--- src/hw/rtl/pfsl_pkg.sv ---
// Shared types, constants and helper functions of the path-following steering law.
package pfsl_pkg;

    localparam int CORDIC_STAGES = 16;
    localparam int FRAC_BITS     = 16;

    localparam int CW       = 34;                 // CORDIC x, y and angle width
    localparam int DW       = 33;                 // position difference width
    localparam int DPSI_W   = FRAC_BITS + 4;      // heading error in radians
    localparam int SAT_W    = 72;                 // width handed to the clipper
    localparam int STAGE_IW = 5;

    localparam logic signed [CW-1:0] CORDIC_GAIN_Q30 = 34'sd652032874;
    localparam logic signed [35:0]   TWO_PI_Q32      = 36'sd26986074949;
    localparam longint SPEED_EPS_INV  = 64'd10000000;
    localparam longint SPEED_ZERO_LIM =
        ((64'd1 << FRAC_BITS) + SPEED_EPS_INV - 64'd1) / SPEED_EPS_INV;

    typedef enum logic [1:0] {
        REG_ALONG_GAIN   = 2'd0,
        REG_CROSS_GAIN   = 2'd1,
        REG_HEADING_GAIN = 2'd2,
        REG_NONE         = 2'd3
    } cfg_reg_t;

    typedef struct packed {
        logic signed [31:0] robot_x;
        logic signed [31:0] robot_y;
        logic        [15:0] robot_heading;
        logic signed [31:0] path_x;
        logic signed [31:0] path_y;
        logic signed [31:0] path_speed;
        logic        [15:0] path_heading;
        logic signed [31:0] path_curvature;
    } in_t;

    typedef struct packed {
        logic signed [31:0] speed_command;
        logic signed [31:0] turn_rate_command;
        logic               saturated;
    } out_t;

    typedef struct packed {
        logic signed [CW-1:0] x;
        logic signed [CW-1:0] y;
        logic signed [CW-1:0] z;
        logic                 flip;
    } cordic_t;

    typedef struct packed {
        logic signed [DW-1:0] dx;
        logic signed [DW-1:0] dy;
        logic signed [31:0]   vdes;
        logic signed [15:0]   dpsi;
        logic signed [31:0]   curv;
    } pay_t;

    // Arctangent of 2^-i as a 32-bit binary angle.
    function automatic logic signed [CW-1:0] atan_turn(input logic [STAGE_IW-1:0] idx);
        logic [31:0] a;
        begin
            case (idx)
                5'd0:    a = 32'h20000000;
                5'd1:    a = 32'h12E4051E;
                5'd2:    a = 32'h09FB385B;
                5'd3:    a = 32'h051111D4;
                5'd4:    a = 32'h028B0D43;
                5'd5:    a = 32'h0145D7E1;
                5'd6:    a = 32'h00A2F61E;
                5'd7:    a = 32'h00517C55;
                5'd8:    a = 32'h0028BE53;
                5'd9:    a = 32'h00145F2F;
                5'd10:   a = 32'h000A2F98;
                5'd11:   a = 32'h000517CC;
                5'd12:   a = 32'h00028BE6;
                5'd13:   a = 32'h000145F3;
                5'd14:   a = 32'h0000A2FA;
                5'd15:   a = 32'h0000517D;
                5'd16:   a = 32'h000028BE;
                5'd17:   a = 32'h0000145F;
                5'd18:   a = 32'h00000A30;
                5'd19:   a = 32'h00000518;
                5'd20:   a = 32'h0000028C;
                5'd21:   a = 32'h00000146;
                5'd22:   a = 32'h000000A3;
                5'd23:   a = 32'h00000051;
                default: a = 32'h00000000;
            endcase
            atan_turn = $signed({2'b00, a});
        end
    endfunction

    // Clip to the signed 32-bit range; bit 32 of the result reports a clip.
    function automatic logic [32:0] sat32(input logic signed [SAT_W-1:0] v);
        begin
            if (v > $signed(SAT_W'(64'sh7FFFFFFF))) begin
                sat32 = {1'b1, 32'h7FFFFFFF};
            end else if (v < -$signed(SAT_W'(64'sh80000000))) begin
                sat32 = {1'b1, 32'h80000000};
            end else begin
                sat32 = {1'b0, v[31:0]};
            end
        end
    endfunction

endpackage

--- src/hw/rtl/pfsl_cordic_cell.sv ---
// One rotation cell of the CORDIC chain, carrying the item's other fields along.
module pfsl_cordic_cell (
    input  logic                              aclk,
    input  logic                              aresetn,
    input  logic                              adv,
    input  logic [pfsl_pkg::STAGE_IW-1:0]     stage_idx,
    input  logic                              in_valid,
    input  pfsl_pkg::cordic_t                 in_st,
    input  pfsl_pkg::pay_t                    in_pay,
    output logic                              out_valid,
    output pfsl_pkg::cordic_t                 out_st,
    output pfsl_pkg::pay_t                    out_pay
);

    logic              valid_reg;
    pfsl_pkg::cordic_t st_reg, st_next;
    pfsl_pkg::pay_t    pay_reg;
    logic signed [pfsl_pkg::CW-1:0] xs, ys, at;

    always_comb begin
        xs = in_st.x >>> stage_idx;
        ys = in_st.y >>> stage_idx;
        at = pfsl_pkg::atan_turn(stage_idx);
        st_next = in_st;
        if (!in_st.z[pfsl_pkg::CW-1]) begin
            st_next.x = in_st.x - ys;
            st_next.y = in_st.y + xs;
            st_next.z = in_st.z - at;
        end else begin
            st_next.x = in_st.x + ys;
            st_next.y = in_st.y - xs;
            st_next.z = in_st.z + at;
        end
    end

    always_ff @(posedge aclk) begin
        if (!aresetn) begin
            valid_reg <= 1'b0;
        end else if (adv) begin
            valid_reg <= in_valid;
        end
    end

    always_ff @(posedge aclk) begin
        if (adv) begin
            st_reg  <= st_next;
            pay_reg <= in_pay;
        end
    end

    assign out_valid = valid_reg;
    assign out_st    = st_reg;
    assign out_pay   = pay_reg;

    // The residual angle never leaves the 32-bit binary angle range.
    a_z_range: assert property (@(posedge aclk) disable iff (!aresetn)
        valid_reg |-> (st_reg.z < 34'sh080000000) && (st_reg.z > -34'sh080000000))
        else $error("CORDIC residual angle out of range");

endmodule

--- config.mk ---
export PLATFORM = sky130hd
export DESIGN_NAME = pfsl_cordic_cell
export DESIGN_NICKNAME = d
export VERILOG_FILES = /design/src/hw/rtl/pfsl_pkg.sv /design/src/hw/rtl/pfsl_cordic_cell.sv
export SDC_FILE = /design/constraint.sdc
export NUM_CORES = 1
export LEC_CHECK = 0
export ABC_AREA = 1
export BUFFER_PORTS_ARGS = -buffer_cell sky130_fd_sc_hd__buf_2
export CORE_ASPECT_RATIO = 1.25
export CORE_MARGIN = 2
export CORE_UTILIZATION = 43
export DETAILED_ROUTE_END_ITERATION = 8
export GPL_TIMING_DRIVEN = 0
export PLACE_DENSITY = 0.7
export RECOVER_POWER = 25
export SLEW_MARGIN = 10
export SYNTH_ARGS = -nofsm -noshare
export SYNTH_HDL_FRONTEND = slang
export SYNTH_SLANG_ARGS = --single-unit
--- constraint.sdc ---
create_clock -name aclk -period 4.6 [get_ports aclk]
set_input_delay 0.92 -clock aclk [delete_from_list [all_inputs] [get_ports aclk]]
set_output_delay 0.92 -clock aclk [all_outputs]
set_load 0.005 [all_outputs]
-- Yosys cells after proc, flatten, opt, wreduce, memory -nomap -nowiden
Memories as Yosys holds them, arrays and structs flattened.
Cells that the tools add are included.
- add/sub/neg operators: 6
- shift-type cells: 2
- muxes and demuxes: 1
- operators by type and width (kind ; count):
    2-to-1 mux 102 bit ; 1
    adder 34 bit ; 2
    >>> shifter 34 x 5 -> 34 bit ; 2
    subtractor 34 bit ; 2
    adder 34 x 33 -> 34 bit ; 1
    subtractor 34 x 33 -> 34 bit ; 1
- bits in registers: 250
- ROM bits: 960
- bits of input ports: 258
- output and inout bits: 250
- word-level logic and storage cells: 20
- memories kept: 1
- memories (name ; depth ; bits a word ; rd ports ; clocked after memory_dff ; write ports ; RTL line ; text):
    (name not given) ; 32 ; 30 ; 1 ; 0 ; 0 ; pfsl_pkg.sv:62 ; case (idx)

-- Longest topological paths before layout
Gate-level depths: netlist of run 1.
- depth in word-level cells: 3
- gate-level depth with buffers: 36
- gate-level depth less buffers: 34

-- Worst setup path after synthesis of run 1
No wires, ideal clock.
- kind: input-to-reg
- start: input stage_idx[0] (netlist name)
- end: register st_reg, in the netlist out_st[28] (data pin)
- setup time: 258 ps
- arrival: 4580 ps
- data required time: 4342 ps
- slack: -238 ps
- cell stages on the path: 28
- path buffers: 3
- cell sequence: buf_4 inv_4 buf_6 buf_6 ha_1 or2_2 o211ai_2 nand3_1 inv_1 ha_1 nand2_1 nor2_1 nand2_1 nor2_2 nand2_2 nand2_1 xor2_1 ha_1 a21oi_1 o21ai_0 a21oi_1 nand2_1 a21oi_1 o21ai_0 nand2_1 nand2_1 a21oi_1 xnor2_1
- RTL lines (what ; RTL line ; text):
    from (decl) ; pfsl_cordic_cell.sv:6 ; input logic [pfsl_pkg::STAGE_IW-1:0] stage_idx,
    to (signal assigned) ; pfsl_cordic_cell.sv:46 ; st_reg <= st_next;
    to (decl) ; pfsl_cordic_cell.sv:16 ; pfsl_pkg::cordic_t st_reg, st_next;

==> results.cfg, run 1 <==
[setup_path]
maximum_fanout_along_the_worst_path = 10
cp-start-kind = input port
startpoint = stage_idx[0]
worstSetupPathType = in -> reg
rr_endpoint = out_valid
cp-endpoint = out_st[100]
ff2ff_setup_slack_ps = 3920
reg2regPathDepth = 2
timing.critical_path.to_type = flop
worst_path_most_repeated_cell = sky130_fd_sc_hd__nand2_2
rr_startpoint = out_valid
crit_path_top_delay_cell = sky130_fd_sc_hd__xor2_4
slowest_delay_ps = 310
timing.critical_path.required_ps = 5000
worstPathArrival_ps = 5220

[grt]
met3_usage_pct = 8.57
grt.met2_usage_pct = 66.7
grt_overflow = 0
grt.met1_usage_pct = 45.5
largest_net_degree_at_the_start_of_global_routing = 119
grt.total_usage_pct = 40.3
grt_first_pass_wirelength_um = 139000
first_global_vias = 21800
gr-max-usage-layer = met2
antenna_found_initial = 13

[min_path]
worstHoldPathType = in -> reg

[synthesis]
synth_seq_cells = 250
synth_area_in_compound_gates_pct = 9.07
yosys_warnings = 0
postSynth.asyncResetShare_pct = 0
synth_xor_area_share_pct = 7.47
synth_area_mm2 = 0.0196
yosysTopAreaCell = sky130_fd_sc_hd__edfxtp_1
synth_fa_ha_area_share_pct = 7.34
synth.top_cell.area_share_pct = 38.2
synth.avg_cell_area_um2 = 7.52
synthTopCellsByCount = sky130_fd_sc_hd__nand2_1 (814), sky130_fd_sc_hd__nand3_1 (388), sky130_fd_sc_hd__edfxtp_1 (249)
synth-seq-area-share_pct = 38.3
simple_gate_area_share_of_the_yosys_netlist_pct = 31.4
yosys_most_used_dff = sky130_fd_sc_hd__edfxtp_1
syn-instance-count = 2602
ys_top_cells_by_area = sky130_fd_sc_hd__edfxtp_1 (38%), sky130_fd_sc_hd__nand2_1 (16%), sky130_fd_sc_hd__nand3_1 (9.9%)
netlist-cell-type-count = 49
synthMostInstantiatedCell = sky130_fd_sc_hd__nand2_1
synth_top_family_by_area = simple AND/OR/NAND/NOR gates
synth-edff-count = 249
synth_mux_area_share_pct = 0
synth.net_count = 2973

[finish]
nets = 3641
proportion_of_layout_cells_with_a_drive_suffix_above_1_pct = 37.3
final_non_filler_cell_area_mm2 = 0.0277
filler_cell_count = 3985
syn_to_layout_area_delta_pct = 41.4

[timing]
max_slew_margin_pct = -121
tightestPinTransition_ps = 3320
hold_viol_final = 0
timing.final.setup_violations = 9
timing.fmax_mhz = 208
worst_hold_margin_ps = 517
clock_skew_ps = 0
final_critical_path_share_of_the_clock_period_pct = 105
final.setup.worst_slack_ps = -215
final-max-slew-violation-count = 53
period_needed_ps = 4820
rsz0062_at_grt = yes

[drt]
dr.first_iter.drc_count = 2302
wire_length_reported_by_the_detailed_router_um = 102000
dr_total_vias = 22800
antenna_violation_net_count_after_detailed_routing = 0
drt-wirelength-per-cell_um = 26.5
number_of_iterations_in_the_first_detailed_routing_pass = 6
drt-vias-per-instance = 5.89
total_drc_errors_in_the_routed_layout = 0

[floorplanning]
ios = 508
initial_core_util_pct = 43.4
chipHeight_um = 243
die_area_mm2 = 0.0473
fp.coreArea_mm2 = 0.0451
placementRows = 87
fp.dieW_um = 195

[power]
vdd_drop_max_mv = 0.417
comb_power_share_pct = 45.6
power_frac_clock_pct = 22.0
p_int_w = 0.00581
power_spent_charging_and_discharging_nets_w = 0.00384
seq_power_share_pct = 32.4
p_leak_nw = 12.9
sw_frac_of_total_pct = 39.8
pwr_dens_mw_per_mm2 = 349

[placement]
preCtsSetupSlack_ps = -2150
dp_hpwl_um = 80100
gp_congestion = 1.04
port_buffers = 506
placed_area_mm2 = 0.0230

[clock_tree]
cts-root-to-sink-buffers = 3
numCtsBuffers = 25
cts_root_buffer = sky130_fd_sc_hd__clkbuf_16
clk-insertion-delay-late_ps = 570
hold_fix_buffers_at_cts = 0
clkSinkCount = 250
cts_tree = yes
cts.htree.levels = 1
cts.reportedPaths.clkPinSlew_ps = 70

[run_status]
failing_checks = capacitance limit, slew limit, setup timing
run_status = finished, violations left

[flow_run]
max_cap_viol_count = 1
## stage by stage
step / utilization (%) / total power [W] / setup TNS (ps) / cells
2_1_floorplan: - / 0.00502 / -3.38 / 2602
6_report: 61.4 / 0.00965 / -676 / 3874
3_3_place_gp: 50.8 / 0.00647 / -255720 / 3686
3_5_place_dp: 50.9 / 0.00649 / -93690 / 3688
5_1_grt: 61.4 / 0.0100 / -3030 / 3872
4_1_cts: 56.3 / 0.00901 / 0 / 3781
## cell families after synthesis
| family | Yosys count |
|---|---|
| buffers and inverters | 296 |
| XOR/XNOR | 167 |
| AND/OR/NAND/NOR | 1465 |
| adder cells (fa/ha/maj) | 113 |
| flip-flops | 250 |
| AO/OA/AOI/OAI | 311 |
## power groups by stage
stage                     Sequential [W]  Combinational (W)  Clock (W)
after floorplan                  0.00319            0.00184          0
after global placement           0.00317            0.00330          0
after detailed placement         0.00316            0.00334          0
after CTS                        0.00312            0.00373    0.00215
after global routing             0.00315            0.00463    0.00222
final                            0.00313            0.00440    0.00212
## worst min-delay path by stage
stage / start / endpoint / cells past startpoint
final: in_pay[112] / out_pay[112] / 1
after detailed placement: out_valid / out_valid / 2
after floorplan: out_valid / out_valid / 2
after global routing: in_pay[109] / out_pay[109] / 1
after global placement: out_valid / out_valid / 2
after CTS: in_pay[92] / out_pay[92] / 1
## placed cells by master, fill, tap and decap left out, types with 7 or more instances in the layout
master                      netlist  final
sky130_fd_sc_hd__o21ai_4          2      7
sky130_fd_sc_hd__a21oi_2          2     48
sky130_fd_sc_hd__a21oi_1        135     78
sky130_fd_sc_hd__xor2_4           0      8
sky130_fd_sc_hd__o21ai_1          5     24
sky130_fd_sc_hd__inv_1          206    180
sky130_fd_sc_hd__a21oi_4          0     11
sky130_fd_sc_hd__nand3_1        388    314
sky130_fd_sc_hd__buf_4           10    134
sky130_fd_sc_hd__clkbuf_1        16     14
sky130_fd_sc_hd__ha_4             0     37
sky130_fd_sc_hd__xnor2_1         49     45
sky130_fd_sc_hd__a31oi_1         17     10
sky130_fd_sc_hd__a21o_1          14     14
sky130_fd_sc_hd__diode_2          0      7
sky130_fd_sc_hd__nand2_4          0     20
sky130_fd_sc_hd__nor2_4           2     32
sky130_fd_sc_hd__nor2_2           7     42
sky130_fd_sc_hd__nand3_2          0     59
sky130_fd_sc_hd__ha_1           110     67
sky130_fd_sc_hd__xor2_1         118    102
sky130_fd_sc_hd__buf_12           0     19
sky130_fd_sc_hd__nand2_2          7     96
sky130_fd_sc_hd__o21ai_2          1     21
sky130_fd_sc_hd__clkbuf_16        0     27
sky130_fd_sc_hd__nand4_1         23     23
sky130_fd_sc_hd__o211ai_1        10     10
sky130_fd_sc_hd__buf_1           15      8
sky130_fd_sc_hd__clkbuf_2         0      7
sky130_fd_sc_hd__buf_6           10     15
sky130_fd_sc_hd__xor2_2           0      8
sky130_fd_sc_hd__o21ai_0         95     51
sky130_fd_sc_hd__nand3_4          0     15
sky130_fd_sc_hd__edfxtp_1       249    249
sky130_fd_sc_hd__buf_2           31    515
sky130_fd_sc_hd__inv_2            5     29
sky130_fd_sc_hd__nor2_1         203    138
sky130_fd_sc_hd__nand2_1        814    704
## final cells by class
cell class | count | area [um2] | share of cell area [%]
multi-input cells | 2056 | 13300 | 48.2
flip-flops and latches | 250 | 7500 | 27.1
well taps | 578 | 723 | 2.61
repair inverters | 1 | 8.76 | 0.0316
clock inverters | 20 | 213 | 0.768
diodes | 7 | 17.5 | 0.0633
inverters | 214 | 825 | 2.98
clock buffers | 26 | 629 | 2.27
repair buffers | 640 | 3750 | 13.5
plain buffers | 82 | 684 | 2.47
## flip-flops by register name, summed over array words and instances, names as in the netlist
register,cells
out_pay,146
out_st,103
out_valid,1
## timing repair
action | in CTS | in global routing
setup buffers | 46 | 83
gates cloned | 1 | 3
pin swaps | 75 | 149
setup endpoints to repair | 76 | 58
resized for setup | 290 | 399
hold endpoints to repair | 0 | 0
## metal layers
| layer | routed length (um) | vias up |
|---|---|---|
| met5 | 15 | - |
| met4 | 9920 | 2 |
| met3 | 9580 | 414 |
| met2 | 47000 | 1469 |
| met1 | 36000 | 10800 |
| li1 | - | 10100 |
## worst max-delay path: cells and delay by family
| kind | cells | cell delay (ps) |
|---|---|---|
| AO/OA/AOI/OAI | 3 | 600 |
| XOR/XNOR | 2 | 500 |
| adder cells (fa/ha/maj) | 2 | 440 |
| buffers and inverters | 10 | 1060 |
| AND/OR/NAND/NOR | 15 | 1640 |
(Power assumes the default switching activity.)
==> inputs of run 2 (changes only) <==
--- a/config.mk
+++ b/config.mk
@@ -10,10 +10,12 @@
 export CORE_ASPECT_RATIO = 1.25
 export CORE_MARGIN = 2
 export CORE_UTILIZATION = 43
+export CTS_CLUSTER_DIAMETER = 200
 export DETAILED_ROUTE_END_ITERATION = 8
 export GPL_TIMING_DRIVEN = 0
 export PLACE_DENSITY = 0.7
 export RECOVER_POWER = 25
+export SETUP_SLACK_MARGIN = 0.15
 export SLEW_MARGIN = 10
 export SYNTH_ARGS = -nofsm -noshare
 export SYNTH_HDL_FRONTEND = slang
==> run 2 against run 1 <==
The run still ends with capacitance limit, slew limit, setup timing left. Cell area rose by 4.4%. Critical path depth fell by 2. First-iteration DRC count fell by 17%. Sequential share of layout area fell by 1.1 points. Total power rose by 4.5%. Fmax rose by 2.3%. Clock power rose by 8%. Count of clock-buffer cells in the layout rose by 6. Clock skew did not move. Final cell count rose by 0.70%. Sequential cell count did not move. Critical path type unchanged. Highest routed layer unchanged.
==> results.cfg, run 2 (synthesized netlist as in run 1, its figures left out) <==
[clock_tree]
cts.reportedPaths.clkPinSlew_ps = 70
cts_root_buffer = sky130_fd_sc_hd__clkbuf_16
clkSinkCount = 250
clk-insertion-delay-late_ps = 560
cts-root-to-sink-buffers = 3
cts.htree.levels = 1
cts_tree = yes
hold_fix_buffers_at_cts = 0
numCtsBuffers = 26

[grt]
first_global_vias = 22000
grt_overflow = 0
largest_net_degree_at_the_start_of_global_routing = 121
grt.total_usage_pct = 40.2
grt_first_pass_wirelength_um = 140000
antenna_found_initial = 10

[run_status]
failing_checks = capacitance limit, slew limit, setup timing
run_status = finished, violations left

[drt]
total_drc_errors_in_the_routed_layout = 0
wire_length_reported_by_the_detailed_router_um = 102000
drt-vias-per-instance = 5.85
drt-wirelength-per-cell_um = 26.1
dr_total_vias = 22800
dr.first_iter.drc_count = 1906
antenna_violation_net_count_after_detailed_routing = 0
number_of_iterations_in_the_first_detailed_routing_pass = 8

[placement]
preCtsSetupSlack_ps = -1890
port_buffers = 506
dp.cells = 3688
dp_hpwl_um = 78100
placed_area_mm2 = 0.0230
gp_congestion = 1.09

[setup_path]
rr_endpoint = out_valid
ff2ff_setup_slack_ps = 3950
worstSetupPathType = in -> reg
rr_startpoint = out_valid
worstPathArrival_ps = 5020
timing.critical_path.required_ps = 4910
timing.critical_path.to_type = flop
crit_path_top_delay_cell = sky130_fd_sc_hd__xor2_4
reg2regPathDepth = 2
cp-start-kind = input port
slowest_delay_ps = 300
maximum_fanout_along_the_worst_path = 7

[timing]
final_critical_path_share_of_the_clock_period_pct = 102
hold_viol_final = 0
final-max-slew-violation-count = 49
final.setup.worst_slack_ps = -105
timing.fmax_mhz = 213
max_slew_margin_pct = -101
tightestPinTransition_ps = 3010
timing.final.setup_violations = 13
rsz0062_at_grt = yes
clock_skew_ps = 0
period_needed_ps = 4710
worst_hold_margin_ps = 525

[flow_run]
max_cap_viol_count = 1

[finish]
combined_area_of_the_multi_input_logic_cells_mm2 = 0.0143
final_non_filler_cell_area_mm2 = 0.0289
largest_reg_flops = 146
post-route-util_pct = 64.2
register_area_mm2 = 0.00750
filler_cell_count = 3886
nets = 3672
proportion_of_layout_cells_with_a_drive_suffix_above_1_pct = 42.2
finalNonFillerCells = 3901
final_cell_mix = sky130_fd_sc_hd__nand2_1 (674), sky130_fd_sc_hd__buf_2 (511), sky130_fd_sc_hd__nand3_1 (266)
syn_to_layout_area_delta_pct = 47.7
mostFrequentLayoutCell = sky130_fd_sc_hd__nand2_1

[power]
vdd_drop_max_mv = 0.273
pwr_dens_mw_per_mm2 = 349
p_leak_nw = 13.3

[floorplanning]
placementRows = 87
initial_core_util_pct = 43.4
chipHeight_um = 243
die_area_mm2 = 0.0473
fp.dieW_um = 195
fp.coreArea_mm2 = 0.0451
ios = 508

[min_path]
timing.hold.worst_path_depth = 1
worstHoldPathType = in -> reg
min_from = in_pay[57]
hold_path_end = out_pay[57]
run 2: cell types whose count changed in the layout (fill, tap and decap cells not counted), moves of 16 or more:
| cell | previous run | this run |
|---|---|---|
| sky130_fd_sc_hd__a21oi_1 | 78 | 62 |
| sky130_fd_sc_hd__nand3_2 | 59 | 113 |
| sky130_fd_sc_hd__nand2_2 | 96 | 119 |
| sky130_fd_sc_hd__buf_4 | 134 | 160 |
| sky130_fd_sc_hd__nand2_1 | 704 | 674 |
| sky130_fd_sc_hd__nand3_1 | 314 | 266 |
run 2: area by class of cell:
cell class,count,share of cell area (%)
multi-input combinational,2056,49.3
timing repair buffer,671,13.8
antenna,3,0.0260
inverter,214,2.84
clock inverter,15,0.662
buffer,82,2.38
clock buffer,32,2.51
tap,578,2.50
sequential,250,25.9
run 2: per-layer routing:
layer	part of all wire [%]	routed length, um	track usage, %	vias to the layer above
li1	-	-	-	10200
met1	35	35900	45.4	10800
met2	46	46900	66.4	1404
met3	9.3	9510	8.81	425
met4	9.4	9560	30.6	2
met5	0.013	13	0	-
run 2: how the worst max path moves through the flow:
stage / start / to
after floorplan: stage_idx[0] / out_st[32]
after CTS: stage_idx[0] / out_st[98]
after global routing: stage_idx[0] / out_st[100]
after global placement: stage_idx[0] / out_st[102]
after detailed placement: stage_idx[0] / out_st[102]
final: stage_idx[0] / out_st[98]
run 2: through the flow:
| step | TNS [ps] | total power (W) |
|---|---|---|
| finish | -456 | 0.0101 |
| global route | -2360 | 0.0105 |
| CTS | 0 | 0.00927 |
| detailed placement | -90000 | 0.00647 |
| global placement | -270570 | 0.00646 |
| floorplan | -3.38 | 0.00503 |
run 2: where the power goes:
| group | total (W) | switching, W | internal [W] |
|---|---|---|---|
| clock | 0.00229 | 0.000947 | 0.00135 |
| combinational | 0.00467 | 0.00285 | 0.00181 |
| sequential | 0.00313 | 0.000124 | 0.00300 |
| total | 0.0101 | 0.00392 | 0.00616 |
run 2: critical path: cells and delay by family:
family	cells	cell delay, ps
XOR/XNOR	2	440
adder cells (fa/ha/maj)	2	370
buffers and inverters	12	1410
AO/OA/AOI/OAI	6	880
AND/OR/NAND/NOR	8	970
run 2: repair_timing:
| action | CTS | global route |
|---|---|---|
| setup endpoints to repair | 80 | 64 |
| buffers inserted | 80 | 78 |
| gates cloned | 5 | 0 |
| gates resized for setup | 375 | 502 |
| pin swaps | 114 | 187 |
